==> src/hw/rtl/memb_pkg.sv <==
// Shared types, constants and saturation helper for the membrane element kernel.
package memb_pkg;

  localparam int VAL_W     = 48;
  localparam int UVAL_W    = 47;
  localparam int NODE_W    = 16;
  localparam int DOF_W     = 17;
  localparam int CFG_IDX_W = 2;

  localparam logic signed [VAL_W-1:0] MAX48    = 48'sh7FFF_FFFF_FFFF;
  localparam logic signed [VAL_W-1:0] MIN48    = 48'sh8000_0000_0000;
  localparam logic signed [VAL_W-1:0] TWO_PI_Q = 48'sh0006_487E_D511;

  localparam logic [UVAL_W-1:0] PERM_RESET  = 47'h1_0000_0000;
  localparam logic [UVAL_W-1:0] THICK_RESET = 47'h1_0000_0000;

  localparam logic [CFG_IDX_W-1:0] REG_PERMITTIVITY = 2'd0;
  localparam logic [CFG_IDX_W-1:0] REG_VOLTAGE      = 2'd1;
  localparam logic [CFG_IDX_W-1:0] REG_THICKNESS    = 2'd2;

  typedef enum logic [2:0] {
    KIND_FORCE,
    KIND_COL0,
    KIND_COL1,
    KIND_COL2,
    KIND_COL3
  } kind_t;

  typedef struct packed {
    logic [NODE_W-1:0]        node_a;
    logic [NODE_W-1:0]        node_b;
    logic signed [VAL_W-1:0]  xa;
    logic signed [VAL_W-1:0]  ya;
    logic signed [VAL_W-1:0]  xb;
    logic signed [VAL_W-1:0]  yb;
    logic [UVAL_W-1:0]        ref_length;
    logic [UVAL_W-1:0]        start_radius_a;
    logic [UVAL_W-1:0]        start_radius_b;
  } in_item_t;

  typedef struct packed {
    logic [2:0]               result_kind;
    logic [DOF_W-1:0]         dof_base_a;
    logic [DOF_W-1:0]         dof_base_b;
    logic signed [VAL_W-1:0]  value_0;
    logic signed [VAL_W-1:0]  value_1;
    logic signed [VAL_W-1:0]  value_2;
    logic signed [VAL_W-1:0]  value_3;
    logic                     last;
  } out_item_t;

  // classified element as queued between front and engine
  typedef struct packed {
    logic [DOF_W-1:0]         dof_a;
    logic [DOF_W-1:0]         dof_b;
    logic signed [VAL_W-1:0]  s;
    logic signed [VAL_W-1:0]  d;
    logic signed [VAL_W-1:0]  e;
    logic [UVAL_W-1:0]        lref;
    logic [UVAL_W-1:0]        r;
  } elem_t;

  // per-element products handed to the emitter
  typedef struct packed {
    logic [DOF_W-1:0]         dof_a;
    logic [DOF_W-1:0]         dof_b;
    logic signed [VAL_W-1:0]  f0;
    logic signed [VAL_W-1:0]  f1;
    logic signed [VAL_W-1:0]  f2n;
    logic signed [VAL_W-1:0]  a;
    logic signed [VAL_W-1:0]  b;
    logic signed [VAL_W-1:0]  c;
    logic signed [VAL_W-1:0]  g;
  } bank_t;

  function automatic logic signed [VAL_W-1:0] sat48(input logic signed [VAL_W+1:0] v);
    logic signed [VAL_W-1:0] res;
    if (v > (VAL_W+2)'(MAX48)) res = MAX48;
    else if (v < (VAL_W+2)'(MIN48)) res = MIN48;
    else res = v[VAL_W-1:0];
    return res;
  endfunction

endpackage

==> src/hw/rtl/memb_front.sv <==
// Input stage: accepts elements, forms sums/differences, mean radius and dof bases, queues them.
module memb_front #(
  parameter int NODE_INDEX_BITS = 16
) (
  input  logic              clk,
  input  logic              rst_n,
  input  logic              in_valid,
  output logic              in_ready,
  input  memb_pkg::in_item_t in_data,
  output logic              q_valid,
  output memb_pkg::elem_t   q_elem,
  input  logic              q_pop
);
  import memb_pkg::*;

  localparam int QDEPTH = 2;
  localparam int PTR_W  = $clog2(QDEPTH);
  localparam int CNT_W  = $clog2(QDEPTH + 1);
  localparam logic [NODE_W-1:0] NODE_MASK = (NODE_INDEX_BITS >= NODE_W) ?
    {NODE_W{1'b1}} : NODE_W'((32'd1 << NODE_INDEX_BITS) - 32'd1);

  elem_t             mem_r [QDEPTH];
  logic [PTR_W-1:0]  wr_ptr_r, rd_ptr_r;
  logic [CNT_W-1:0]  cnt_r;
  logic              push;
  elem_t             elem_in;

  assign in_ready = (cnt_r != CNT_W'(QDEPTH));
  assign push     = in_valid && in_ready;
  assign q_valid  = (cnt_r != '0);
  assign q_elem   = mem_r[rd_ptr_r];

  always_comb begin
    elem_in.dof_a = {in_data.node_a & NODE_MASK, 1'b0};
    elem_in.dof_b = {in_data.node_b & NODE_MASK, 1'b0};
    elem_in.s     = sat48((VAL_W+2)'($signed(in_data.xa)) + (VAL_W+2)'($signed(in_data.xb)));
    elem_in.d     = sat48((VAL_W+2)'($signed(in_data.xb)) - (VAL_W+2)'($signed(in_data.xa)));
    elem_in.e     = sat48((VAL_W+2)'($signed(in_data.yb)) - (VAL_W+2)'($signed(in_data.ya)));
    elem_in.lref  = in_data.ref_length;
    elem_in.r     = UVAL_W'(((UVAL_W+1)'(in_data.start_radius_a) +
                             (UVAL_W+1)'(in_data.start_radius_b)) >> 1);
  end

  always_ff @(posedge clk) begin
    if (!rst_n) begin
      wr_ptr_r <= '0;
      rd_ptr_r <= '0;
      cnt_r    <= '0;
    end else begin
      if (push) wr_ptr_r <= PTR_W'(wr_ptr_r + 1'b1);
      if (q_pop) rd_ptr_r <= PTR_W'(rd_ptr_r + 1'b1);
      cnt_r <= CNT_W'(cnt_r + CNT_W'(push) - CNT_W'(q_pop));
    end
  end

  always_ff @(posedge clk) begin
    if (push) mem_r[wr_ptr_r] <= elem_in;
  end

endmodule

==> config.mk <==
export PLATFORM = sky130hd
export DESIGN_NAME = memb_front
export DESIGN_NICKNAME = d
export VERILOG_FILES = /design/src/hw/rtl/memb_pkg.sv /design/src/hw/rtl/memb_front.sv
export SDC_FILE = /design/constraint.sdc
export NUM_CORES = 1
export LEC_CHECK = 0
export ABC_CLOCK_PERIOD_IN_PS = 12500
export BUFFER_PORTS_ARGS = -buffer_cell sky130_fd_sc_hd__buf_2
export CORE_MARGIN = 8
export CORE_UTILIZATION = 40
export CTS_BUF_LIST = sky130_fd_sc_hd__clkbuf_4
export DETAILED_ROUTE_END_ITERATION = 12
export SYNTH_ARGS = -nofsm -noshare
export SYNTH_HDL_FRONTEND = slang
export SYNTH_SLANG_ARGS = --single-unit
==> constraint.sdc <==
create_clock -name clk -period 12.5 [get_ports clk]
set_input_delay 1.25 -clock clk [delete_from_list [all_inputs] [get_ports clk]]
set_output_delay 1.25 -clock clk [all_outputs]
set_load 0.02 [all_outputs]
==> impl_metrics.yaml <==
status:
  status: "finished, final reports clean"
sta:
  finalCriticalPeriod_ns: 5.16
  tightestPinTransition_ns: 1.05
  finalHoldViolations: 0
  skew_ns: 0.0643
  rsz0062_at_grt: "no"
  layout_worst_path_cycle_share: 0.413
  fmax_mhz: 194
  setup_tns_ns: 0
  layout_setup_ws_ns: 7.34
  slew_headroom: 0.290
  setup_viol: 0
  drv_slew: 0
clocking:
  cts_root_buf: "clkbuf_4"
  post_cts_buffers: 0
  clkSinkCount: 545
  cts_tree: "done"
  cts_buffer_depth: 3
  clock_latency_ns: 0.95
  htreeDepth: 4
  postCtsHoldBufs: 0
  postCtsResizedCells: 0
  cts-buffers-inserted: 152
  path_clk_slew_ns: 0.08
power:
  seqPwrFrac: 0.420
  p_per_area_nw_per_um2: 158
  combPwrFrac: 0.314
  power.share.clock: 0.266
  power.internal_w: 0.00393
  p_sw_frac: 0.342
  switching_power_w: 0.00204
  irDropWorstVdd_uv: 79.9
  leakage_nw: 15.3
placement:
  post-place-ws_ns: 7.04
  hpwl_um: 74500
  place_area_um2: 35900
  io_buffer_count: 640
  gp_congestion: 0.910
die:
  rows: 103
  chipHeight_um: 298
  fp.dieW_um: 298
  fp.coreArea_um2: 78900
  start_util: 0.403
  fp.dieArea_um2: 88800
  io_pins: 643
cells_and_area:
  layout-drive-gt1-share: 0.359
  final_util: 0.479
  area_delta_synth_final_pct: 18.9
  final_cell_area_um2: 37800
  nets: 3940
synthesis:
  yosysSeqAreaShare: 0.513
  yosys_warnings: 0
  synthFlopType: "edfxtp_1"
  synth_async_sr_flop_share: 0
  syn-instance-count: 2678
  synth_seq_cells: 545
  synthDistinctLibCells: 96
  synth-edff-count: 540
  synth.cell_area_um2: 31800
  avgSynthCellArea_um2: 11.9
detailed_routing:
  viasPerCell: 5.31
  wl_per_cell_um: 21.5
  finalWirelength_um: 97700
  drtIter0Drc: 1746
  ant_nets: 0
  drc: 0
  vias: 24100
  first_pass_iters: 6
flow_run:
  drv_cap: 0
setup_path:
  cp-end-kind: "output pin"
  required_ns: 11.25
  critical_path_class: "reg -> out"
  arrival_ns: 3.91
  cp_max_fo: 64
  start_kind: "flop"
min_path:
  hp-class: "in -> reg"
grt:
  use_met1: 0.249
  grt_start_max_net_pins: 68
  met3_usage: 0.0526
  globalRouteOverflowTotal: 0
  grt_usage: 0.210
  grt_use_met2: 0.373
  antenna_found_initial: 11
  gr-max-usage-layer: "met2"
  grt_pass1_wl_um: 146000
  grt_pass1_vias: 24300
## flip-flops by register name, summed over array words and instances, names as in the netlist, named ones only
register,flops
cnt_r,2
wr_ptr_r,1
rd_ptr_r,1
mem_r,540
## through the flow
step | power [W] | std cells | hold slack [ns]
floorplan | 0.00385 | 2679 | 0.555
global route | 0.00631 | 4544 | 0.330
global placement | 0.00442 | 4271 | 0.566
CTS | 0.00607 | 4541 | 0.285
detailed placement | 0.00444 | 4271 | 0.565
finish | 0.00597 | 4544 | 0.481
## final cells by class
cell class              count  area, µm²
flip-flops and latches    545      16300
multi-input cells        1838      14200
repair buffers            657       3330
diodes                      3       7.51
clock buffers             222       1670
fillers                  7453      41100
inverters                 181        679
clock inverters            48        274
well taps                1050       1310
## per-layer routing
layer	up-vias	part of all wire
met1	11700	0.40
li1	11500	-
met5	-	0.00069
met4	8	0.025
met3	153	0.063
met2	807	0.51
## Yosys cell counts, types with 14 or more instances
cell	n	area share
a211oi_1	15	0.0035
a21o_1	67	0.016
a21oi_1	288	0.045
a21oi_2	22	0.0061
a31oi_1	25	0.0049
and3_1	14	0.0028
buf_6	16	0.0057
clkbuf_1	75	0.0089
edfxtp_1	540	0.51
ha_1	192	0.076
inv_1	178	0.021
mux2_2	270	0.096
nand2_1	115	0.014
nand2b_1	24	0.0047
nand3_1	40	0.0063
nand4_1	31	0.0061
nor2_1	125	0.015
nor2b_1	25	0.0049
nor3_1	23	0.0036
nor4_1	18	0.0035
o21a_1	14	0.0033
o21ai_0	106	0.017
o21bai_1	49	0.012
o31ai_1	18	0.0042
xnor2_1	127	0.035
xor2_1	41	0.011
## cell families (layout without fill, tap and decap cells)
| logic type | Yosys count | in the layout | share of synthesized area |
|---|---|---|---|
| AOI/OAI and AO/OA | 740 | 740 | 0.154 |
| DFF | 545 | 545 | 0.513 |
| and+or+nand+nor | 453 | 453 | 0.0695 |
| buffers and inverters | 296 | 1108 | 0.0405 |
| muxes | 270 | 270 | 0.0956 |
| adders and majority gates | 204 | 204 | 0.0806 |
| xor gates and xnor gates | 169 | 169 | 0.0471 |
| other | 1 | 5 | 0.000118 |
## cell usage in the layout (no fill, tap or decap), types with 17 or more instances in the layout
| cell type | Yosys | final |
|---|---|---|
| inv_1 | 178 | 178 |
| nor4_1 | 18 | 18 |
| a31oi_1 | 25 | 25 |
| xnor2_1 | 127 | 127 |
| edfxtp_1 | 540 | 540 |
| mux2_2 | 270 | 270 |
| xor2_1 | 41 | 41 |
| nand4_1 | 31 | 31 |
| clkinv_1 | 2 | 26 |
| a21oi_1 | 288 | 288 |
| nand3_1 | 40 | 40 |
| nor2b_1 | 25 | 25 |
| a21oi_2 | 22 | 22 |
| buf_4 | 3 | 17 |
| buf_2 | 13 | 640 |
| nand2_1 | 115 | 114 |
| nand2b_1 | 24 | 24 |
| nor2_1 | 125 | 123 |
| a21o_1 | 67 | 67 |
| o21bai_1 | 49 | 49 |
| nor3_1 | 23 | 23 |
| o21ai_0 | 106 | 106 |
| clkbuf_4 | 0 | 222 |
| ha_1 | 192 | 192 |
| o31ai_1 | 18 | 18 |
## critical path: stages (launching register included)
cell,delay [ns]
dfxtp_4,0.66
buf_4,0.76
buf_4,0.85
mux2_2,0.46
buf_2,0.19
## final timing paths
kind	startpoint	end	slack (ns)	depth (start not counted)
max	flop	q_elem[127]	7.34	4
min	in_data[108]	mem_r[1][61]$_DFFE_PP_	0.48	1
max reg2reg	cnt_r[0]$_SDFF_PN0_	mem_r[0][234]$_DFFE_PP_	9.12	6
min reg2reg	rd_ptr_r$_SDFFE_PN0P_	flop	0.57	2
## power by group through the flow
stage                     clock, W  combinational [W]  sequential [W]
after detailed placement         0            0.00189         0.00255
after global placement           0            0.00188         0.00254
final                      0.00159            0.00188         0.00251
after floorplan                  0            0.00125         0.00259
after global routing       0.00175            0.00202         0.00253
after CTS                  0.00166            0.00190         0.00251
Note: power is estimated with default switching activity, not from simulation.
